--- src/hw/rtl/mwr_pkg.sv ---
// shared types and constants of the windowed rate meter
`default_nettype none

package mwr_pkg;

  localparam int CH_W    = 4;
  localparam int ELAP_W  = 32;
  localparam int COUNT_W = 24;
  localparam int RATE_W  = 48;
  localparam int FRAC_W  = 32;

  localparam logic [RATE_W-1:0] RATE_MAX = '1;

  // one ring slot: last count and elapsed time of a channel
  typedef struct packed {
    logic [COUNT_W-1:0] count;
    logic [ELAP_W-1:0]  elapsed;
  } mwr_entry_t;

  typedef struct packed {
    logic busy;
    logic done;
  } mwr_div_sts_t;

endpackage

`default_nettype wire

--- src/hw/rtl/multichannel_windowed_rate.sv ---
// top level of the per-channel windowed throughput meter
//
//  channel  dir  word fields (lsb first)
//  in_*     in   tdata: channel[3:0], elapsed_time[35:4], item_count[59:36]
//  out_*    out  tdata: rate[47:0]; tuser: bad_channel[0], zero_time[1]
//
// a valid channel: accept, slot read, update, one divide step per numerator
// bit, quotient pickup and result load; a bad channel goes from accept
// straight to result load, a zero window time from update. in_tready is high only between items.
// a finished result waits in the output register while the next word is
// taken; a stalled output only holds back the following result load.
// synchronous reset clears totals, slot pointers and the slot valid bits.
`default_nettype none

module multichannel_windowed_rate
  import mwr_pkg::*;
#(
  parameter int WINDOW   = 5,
  parameter int CHANNELS = 10
) (
  input  wire logic        clk,
  input  wire logic        rst_n,
  input  wire logic        in_tvalid,
  output logic             in_tready,
  input  wire logic [63:0] in_tdata,   // channel, elapsed_time, item_count
  output logic             out_tvalid,
  input  wire logic        out_tready,
  output logic [47:0]      out_tdata,  // rate
  output logic [1:0]       out_tuser   // bad_channel, zero_time
);

  localparam int SLOT_W = $clog2(WINDOW);
  localparam int CHI_W  = (CHANNELS > 1) ? $clog2(CHANNELS) : 1;
  localparam int DEPTH  = CHANNELS * WINDOW;
  localparam int ADDR_W = $clog2(DEPTH);
  localparam int TTOT_W = ELAP_W + SLOT_W;
  localparam int CTOT_W = COUNT_W + SLOT_W;
  localparam int NUM_W  = CTOT_W + FRAC_W;

  typedef enum logic [2:0] {
    S_IDLE,
    S_RD,
    S_UPD,
    S_DIV,
    S_OUT
  } state_t;

  state_t              state_r;
  logic [CH_W-1:0]     ch_r;
  logic [ELAP_W-1:0]   elap_r;
  logic [COUNT_W-1:0]  count_r;
  logic [ADDR_W-1:0]   addr_r;
  logic [RATE_W-1:0]   res_rate_r;
  logic                res_bad_r;
  logic                res_zero_r;
  logic                out_valid_r;
  logic [RATE_W-1:0]   out_rate_r;
  logic                out_bad_r;
  logic                out_zero_r;

  logic [TTOT_W-1:0]   ttot_r [CHANNELS];
  logic [CTOT_W-1:0]   ctot_r [CHANNELS];
  logic [SLOT_W-1:0]   slot_r [CHANNELS];

  logic [CH_W-1:0]     in_ch;
  logic [ELAP_W-1:0]   in_elap;
  logic [COUNT_W-1:0]  in_count;
  logic                in_acc;
  logic [CHI_W-1:0]    chi;
  logic [SLOT_W-1:0]   slot_cur;
  logic [ADDR_W-1:0]   addr_nxt;
  mwr_entry_t          old_entry;
  mwr_entry_t          new_entry;
  logic [TTOT_W-1:0]   ttot_nxt;
  logic [CTOT_W-1:0]   ctot_nxt;
  logic                div_start;
  mwr_div_sts_t        div_sts;
  logic [RATE_W-1:0]   div_rate;
  logic                out_free;

  assign in_ch    = in_tdata[3:0];
  assign in_elap  = in_tdata[35:4];
  assign in_count = in_tdata[59:36];
  assign in_tready = (state_r == S_IDLE);
  assign in_acc   = in_tvalid && in_tready;
  assign out_free = !out_valid_r || out_tready;

  assign chi      = ch_r[CHI_W-1:0];
  assign slot_cur = slot_r[chi];
  assign addr_nxt = ADDR_W'(32'(chi) * 32'(WINDOW) + 32'(slot_cur));

  assign new_entry.count   = count_r;
  assign new_entry.elapsed = elap_r;

  // totals updated by difference against the slot being replaced
  assign ttot_nxt = ttot_r[chi] - TTOT_W'(old_entry.elapsed) + TTOT_W'(elap_r);
  assign ctot_nxt = ctot_r[chi] - CTOT_W'(old_entry.count) + CTOT_W'(count_r);

  assign div_start = (state_r == S_UPD) && (ttot_nxt != '0);

  // slot read is issued straight from the computed address, the write in the cycle after
  mwr_ring #(
    .DEPTH(DEPTH)
  ) u_ring (
    .clk    (clk),
    .rst_n  (rst_n),
    .wr_en  (state_r == S_UPD),
    .wr_addr(addr_r),
    .wr_data(new_entry),
    .rd_en  (state_r == S_RD),
    .rd_addr(addr_nxt),
    .rd_data(old_entry)
  );

  mwr_div #(
    .NUM_W(NUM_W),
    .DEN_W(TTOT_W)
  ) u_div (
    .clk  (clk),
    .rst_n(rst_n),
    .start(div_start),
    .num  ({ctot_nxt, {FRAC_W{1'b0}}}),
    .den  (ttot_nxt),
    .sts  (div_sts),
    .rate (div_rate)
  );

  always_ff @(posedge clk) begin
    if (!rst_n) begin
      for (int i = 0; i < CHANNELS; i++) begin
        ttot_r[i] <= '0;
        ctot_r[i] <= '0;
        slot_r[i] <= '0;
      end
    end else if (state_r == S_UPD) begin
      ttot_r[chi] <= ttot_nxt;
      ctot_r[chi] <= ctot_nxt;
      slot_r[chi] <= (32'(slot_cur) + 1 >= WINDOW) ? '0 : slot_cur + 1'b1;
    end
  end

  always_ff @(posedge clk) begin
    if (!rst_n) begin
      state_r     <= S_IDLE;
      out_valid_r <= 1'b0;
    end else begin
      if (out_valid_r && out_tready && (state_r != S_OUT)) begin
        out_valid_r <= 1'b0;
      end
      case (state_r)
        S_IDLE: begin
          if (in_acc) begin
            ch_r    <= in_ch;
            elap_r  <= in_elap;
            count_r <= in_count;
            if (32'(in_ch) >= CHANNELS) begin
              res_rate_r <= '0;
              res_bad_r  <= 1'b1;
              res_zero_r <= 1'b0;
              state_r    <= S_OUT;
            end else begin
              state_r <= S_RD;
            end
          end
        end
        S_RD: begin
          addr_r  <= addr_nxt;
          state_r <= S_UPD;
        end
        S_UPD: begin
          res_bad_r <= 1'b0;
          if (ttot_nxt == '0) begin
            res_rate_r <= RATE_MAX;
            res_zero_r <= 1'b1;
            state_r    <= S_OUT;
          end else begin
            res_zero_r <= 1'b0;
            state_r    <= S_DIV;
          end
        end
        S_DIV: begin
          if (div_sts.done) begin
            res_rate_r <= div_rate;
            state_r    <= S_OUT;
          end
        end
        S_OUT: begin
          if (out_free) begin
            out_valid_r <= 1'b1;
            out_rate_r  <= res_rate_r;
            out_bad_r   <= res_bad_r;
            out_zero_r  <= res_zero_r;
            state_r     <= S_IDLE;
          end
        end
        default: begin
          state_r <= S_IDLE;
        end
      endcase
    end
  end

  assign out_tvalid = out_valid_r;
  assign out_tdata  = out_rate_r;
  assign out_tuser  = {out_zero_r, out_bad_r};

  a_flags_exclusive: assert property (@(posedge clk) disable iff (!rst_n)
    out_tvalid |-> !(out_tuser[0] && out_tuser[1]))
    else $error("bad channel and zero time both flagged");

  a_bad_rate_zero: assert property (@(posedge clk) disable iff (!rst_n)
    (out_tvalid && out_tuser[0]) |-> (out_tdata == '0))
    else $error("bad channel word with nonzero rate");

  a_zero_time_sat: assert property (@(posedge clk) disable iff (!rst_n)
    (out_tvalid && out_tuser[1]) |-> (out_tdata == RATE_MAX))
    else $error("zero time word not saturated");

  a_div_done_in_div: assert property (@(posedge clk) disable iff (!rst_n)
    div_sts.done |-> (state_r == S_DIV))
    else $error("divider finished outside the divide state");

  a_div_start_idle: assert property (@(posedge clk) disable iff (!rst_n)
    div_start |-> !div_sts.busy)
    else $error("divider restarted while busy");

endmodule

`default_nettype wire

--- src/hw/rtl/mwr_ring.sv ---
// ring slot storage for all channels, valid bit per entry, registered read
`default_nettype none

module mwr_ring
  import mwr_pkg::*;
#(
  parameter int DEPTH = 50
) (
  input  wire logic                     clk,
  input  wire logic                     rst_n,
  input  wire logic                     wr_en,
  input  wire logic [$clog2(DEPTH)-1:0] wr_addr,
  input  wire mwr_entry_t               wr_data,
  input  wire logic                     rd_en,
  input  wire logic [$clog2(DEPTH)-1:0] rd_addr,
  output mwr_entry_t                    rd_data
);

  mwr_entry_t             mem [DEPTH];
  logic       [DEPTH-1:0] valid_r;
  mwr_entry_t             rd_data_r;
  logic                   rd_valid_r;

  always_ff @(posedge clk) begin
    if (wr_en) begin
      mem[wr_addr] <= wr_data;
    end
    if (rd_en) begin
      rd_data_r <= mem[rd_addr];
    end
  end

  always_ff @(posedge clk) begin
    if (!rst_n) begin
      valid_r    <= '0;
      rd_valid_r <= 1'b0;
    end else begin
      if (wr_en) begin
        valid_r[wr_addr] <= 1'b1;
      end
      if (rd_en) begin
        rd_valid_r <= valid_r[rd_addr];
      end
    end
  end

  // a slot never written since reset reads as zero
  assign rd_data = rd_valid_r ? rd_data_r : '0;

endmodule

`default_nettype wire

--- src/hw/rtl/mwr_div.sv ---
// restoring bit-serial divider, one quotient bit per cycle, saturating result
`default_nettype none

module mwr_div
  import mwr_pkg::*;
#(
  parameter int NUM_W = 59,
  parameter int DEN_W = 35
) (
  input  wire logic              clk,
  input  wire logic              rst_n,
  input  wire logic              start,
  input  wire logic [NUM_W-1:0]  num,
  input  wire logic [DEN_W-1:0]  den,
  output mwr_div_sts_t           sts,
  output logic [RATE_W-1:0]      rate
);

  localparam int CNT_W = $clog2(NUM_W + 1);

  logic [NUM_W-1:0] num_r;
  logic [DEN_W-1:0] den_r;
  logic [DEN_W-1:0] rem_r;
  logic [NUM_W-1:0] quot_r;
  logic [CNT_W-1:0] cnt_r;
  logic             busy_r;
  logic             done_r;

  logic [DEN_W:0]   rem_sh;
  logic [DEN_W:0]   diff;
  logic             ge;
  logic [DEN_W-1:0] rem_nxt;

  assign rem_sh  = {rem_r, num_r[NUM_W-1]};
  assign diff    = rem_sh - {1'b0, den_r};
  assign ge      = !diff[DEN_W];
  assign rem_nxt = ge ? diff[DEN_W-1:0] : rem_sh[DEN_W-1:0];

  always_ff @(posedge clk) begin
    if (!rst_n) begin
      busy_r <= 1'b0;
      done_r <= 1'b0;
      cnt_r  <= '0;
    end else begin
      done_r <= !start && busy_r && (cnt_r == CNT_W'(1));
      if (start) begin
        num_r  <= num;
        den_r  <= den;
        rem_r  <= '0;
        quot_r <= '0;
        cnt_r  <= CNT_W'(NUM_W);
        busy_r <= 1'b1;
      end else if (busy_r) begin
        num_r  <= {num_r[NUM_W-2:0], 1'b0};
        rem_r  <= rem_nxt;
        quot_r <= {quot_r[NUM_W-2:0], ge};
        cnt_r  <= cnt_r - 1'b1;
        if (cnt_r == CNT_W'(1)) begin
          busy_r <= 1'b0;
        end
      end
    end
  end

  assign sts.busy = busy_r;
  assign sts.done = done_r;

  // quotient bits above the output width mean saturation
  assign rate = (|quot_r[NUM_W-1:RATE_W]) ? RATE_MAX : quot_r[RATE_W-1:0];

endmodule

`default_nettype wire

--- config.mk ---
export PLATFORM = sky130hd
export DESIGN_NAME = multichannel_windowed_rate
export DESIGN_NICKNAME = d
export VERILOG_FILES = /design/src/hw/rtl/mwr_pkg.sv /design/src/hw/rtl/multichannel_windowed_rate.sv /design/src/hw/rtl/mwr_ring.sv /design/src/hw/rtl/mwr_div.sv
export SDC_FILE = /design/constraint.sdc
export NUM_CORES = 2
export LEC_CHECK = 0
export ABC_AREA = 1
export BUFFER_PORTS_ARGS = -buffer_cell sky130_fd_sc_hd__buf_2
export CAP_MARGIN = 40
export CORE_MARGIN = 5
export CORE_UTILIZATION = 51
export DETAILED_ROUTE_END_ITERATION = 7
export PLACE_DENSITY_LB_ADDON = 0.15
export RECOVER_POWER = 50
export SLEW_MARGIN = 20
export SYNTH_ARGS = -nofsm -noshare
export SYNTH_HDL_FRONTEND = slang
export SYNTH_SLANG_ARGS = --single-unit
--- constraint.sdc ---
create_clock -name clk -period 7.9 [get_ports clk]
set_input_delay 1.58 -clock clk [delete_from_list [all_inputs] [get_ports clk]]
set_output_delay 1.58 -clock clk [all_outputs]
set_load 0.01 [all_outputs]
==> out/summary.txt <==
filler instances: 27.6k
vias: 121k
initial antenna violation count: 20
die width: 599 µm
EDFF count, synth: 4,218
post-route cell area: 0.198 mm²
Critical Path AT: 7780 ps
Synth Net Count: 14.6k
failing checks: capacitance limit, slew limit
vias per cell: 6.25
Post-DP HPWL: 304 mm
CTS tree: yes
Max Buffers Root-to-Sink: 4
Boundary Pins: 120
synthesized area: 0.177 mm²
RePlAce Congestion: 0.869
R2R Path End: res_rate_r[44]
worst reg-to-reg setup slack: 710 ps
period utilization: 0.910
placed cell area: 0.185 mm²
CP max stage cell: clkbuf_1
Clk pin slew, worst setup/hold paths: 60 ps
initial core utilization: 0.511
post-CTS setup buffers: 0
CP Buf/Inv Count: 5
top_reg_cell synth: edfxtp_1
pre-CTS setup slack: 1000 ps
area of the core: 0.346 mm²
TritonCTS Buffers: 433
Final Non-Filler Cells: 19.3k
Syn Inst Count: 14.3k
Critical Path Sink Type: flip-flop
final setup fails: 0
post-synth top area share: 0.717
Congestion Overflow GR: 0
LEAKAGE: 0.0662 µW
Worst-Margin Slew: 5550 ps
worst hold path class: reg2reg
Detailed Routing Iterations Pass 1: 8
FP Rows: 216
Max Cap Violations: 109
CTS Hold Buffers Added: 0
fin crit period: 7190 ps
vias in the first global route: 116k
Worst EP required: 8500 ps
first-pass GRT wire length: 788 mm
largest net degree at the start of global routing: 196
worst skew pair latency: 980 ps
wire per inst: 28.4 µm
max frequency: 139 MHz
DIE AREA: 0.358 mm²
Ys Warns: 0
drt initial violations: 15.3k
R2R cell count: 18
Max-Slew Margin vs Limit: -2.70
CTS root buffer: clkbuf_16
area leader, netlist: edfxtp_1
WS Path Type: reg2reg
Area Growth Syn to Fin: 11.8%
post_cts resized: 0
Routed WL: 549 mm
NumNets Final: 14.6k
placed cell count: 18.5k
# port buffers: 115
PwrDens: 387 mW/mm²
top-count cell post-synth: edfxtp_1
worst hold endpoint: out_tdata[9]
Final Hold Vio Count: 0
Avg Cell Area, Syn: 12.3 µm²
top cells by count, synth: edfxtp_1, nor2_1, o21ai_0
dominant cells by area after synthesis: edfxtp_1, nor2_1, o21ai_0, o22ai_1, clkbuf_1
peak supply drop: 0.390 mV
Layout Skew: 76.6 ps
layout cell share with drive strength beyond 1: 0.0795
final worst setup slack: 714 ps
Critical Path Fanout Max: 51
Synth cell types: 53
worst-path cell chain: clkbuf_1 -> inv_1 -> fa_1 -> inv_1 -> ha_1 -> nand2_1 -> nor3_1 -> nand2_1 -> a21oi_1 -> nor2_1 -> nand3_1 -> nand3_1 -> nor2_1 -> nand4_1 -> nand2_4 -> clkinv_2 -> nor3_4 -> buf_4
r2r startpoint: elap_r[30]
final slew viol count: 3,748
Tot GR Track Use: 0.299
setup TNS: 0 ps
async set-reset flop share out of synthesis: 0
Die H: 599 µm
CTS H-Tree Depth: 5
DRC: 0
post-synthesis sequential area ratio: 0.725
antenna violation net count after detailed routing: 0
Hold Path Depth: 0
Critical Path Max Stage Delay: 1560 ps
worst hold start: res_rate_r[9]
status: finished with violations
synthesized flop and latch total: 4,285
RSZ-0062 raised after global routing: false
CTS sink cnt: 4,285
Top delay family on crit path: buffers and inverters
Core Util, Final: 0.572
crit path launch type: flip-flop
## cells by family (layout without fill, tap and decap cells)
family / after synthesis / after routing / synth area share
flops: 4285 / 4285 / 0.725
buf+inv: 1718 / 2101 / 0.0374
xor+xnor: 71 / 71 / 0.00356
fa+ha+maj: 170 / 170 / 0.0145
simple gates: 4236 / 4236 / 0.0932
mux: 1 / 1 / 0.0000637
other cells: 0 / 6 / 0
compound gates: 3868 / 3868 / 0.127
## per-stage QoR
| step | hold WS (ps) | power [µW] |
|---|---|---|
| after floorplan | 400 | 45200 |
| after global placement | 405 | 55900 |
| after detailed placement | 405 | 56500 |
| after CTS | 400 | 76200 |
| after global routing | 419 | 80200 |
| final | 413 | 76500 |
## state kept, by name, summed over array words and instances (netlist names), 3 cells and up, named ones only
name	flops
u_ring.mem	2800
ch_r	4
ctot_r	432
res_rate_r	48
u_div.rem_r	35
state_r	3
elap_r	32
u_div.cnt_r	6
u_div.den_r	35
ttot_r	560
slot_r	48
u_ring.valid_r	50
addr_r	6
u_ring.rd_data_r	56
count_r	24
out_tdata	48
u_div.num_r	27
u_div.quot_r	59
## power by group
| part | total, µW | internal, µW | switching (µW) |
|---|---|---|---|
| Clock | 19900 | 11300 | 8580 |
| Sequential | 26800 | 26500 | 365 |
| Combinational | 29800 | 8490 | 21300 |
| Total | 76500 | 46200 | 30300 |
## area by class of cell
class	count	area [µm²]	share of cell area
well taps	4578	5730	0.0290
clock buffers	542	11500	0.0583
repair buffers	549	4740	0.0240
multi-input cells	8346	42500	0.215
diodes	6	15.0	0.0000760
flip-flops and latches	4285	128000	0.648
inverters	762	2900	0.0147
clock inverters	248	2120	0.0107
## per-layer routing
| metal | GRT usage | wire length, µm | vias up | share of wire |
|---|---|---|---|---|
| met5 | 0 | 44 | - | 0.000080 |
| met4 | 0.133 | 28900 | 8 | 0.053 |
| met3 | 0.0526 | 55900 | 1284 | 0.10 |
| met2 | 0.480 | 255000 | 6805 | 0.46 |
| met1 | 0.404 | 210000 | 60392 | 0.38 |
| li1 | - | - | 52271 | - |
## cell usage in the layout (no fill, tap or decap), drive strengths merged, types with 31 or more instances in the layout
cell type / netlist / final
ha: 112 / 112
edfxtp: 4218 / 4218
clkbuf: 821 / 658
dfxtp: 67 / 67
clkinv: 48 / 237
nand3: 183 / 183
fa: 58 / 58
xnor2: 39 / 39
o21ai: 2292 / 2292
o221ai: 326 / 326
a31oi: 63 / 63
o211ai: 230 / 230
xor2: 32 / 32
bufinv: 0 / 31
inv: 714 / 727
a21oi: 218 / 218
o22ai: 653 / 653
o32ai: 35 / 35
nor3: 36 / 36
nand2: 774 / 774
buf: 135 / 433
nor2: 3173 / 3173
## worst max path at each step
stage                    start              to  slack (ps)  depth (start not counted)
floorplan                rst_n    ctot_r[9][0]         160                          8
global placement     flip-flop  res_rate_r[46]        1050                         24
detailed placement   flip-flop  res_rate_r[43]        1000                         24
CTS                  flip-flop  res_rate_r[43]         990                         24
global route        elap_r[16]  res_rate_r[43]         260                         20
finish              elap_r[30]  res_rate_r[44]         710                         18
Note: power is estimated with default switching activity, not from simulation.
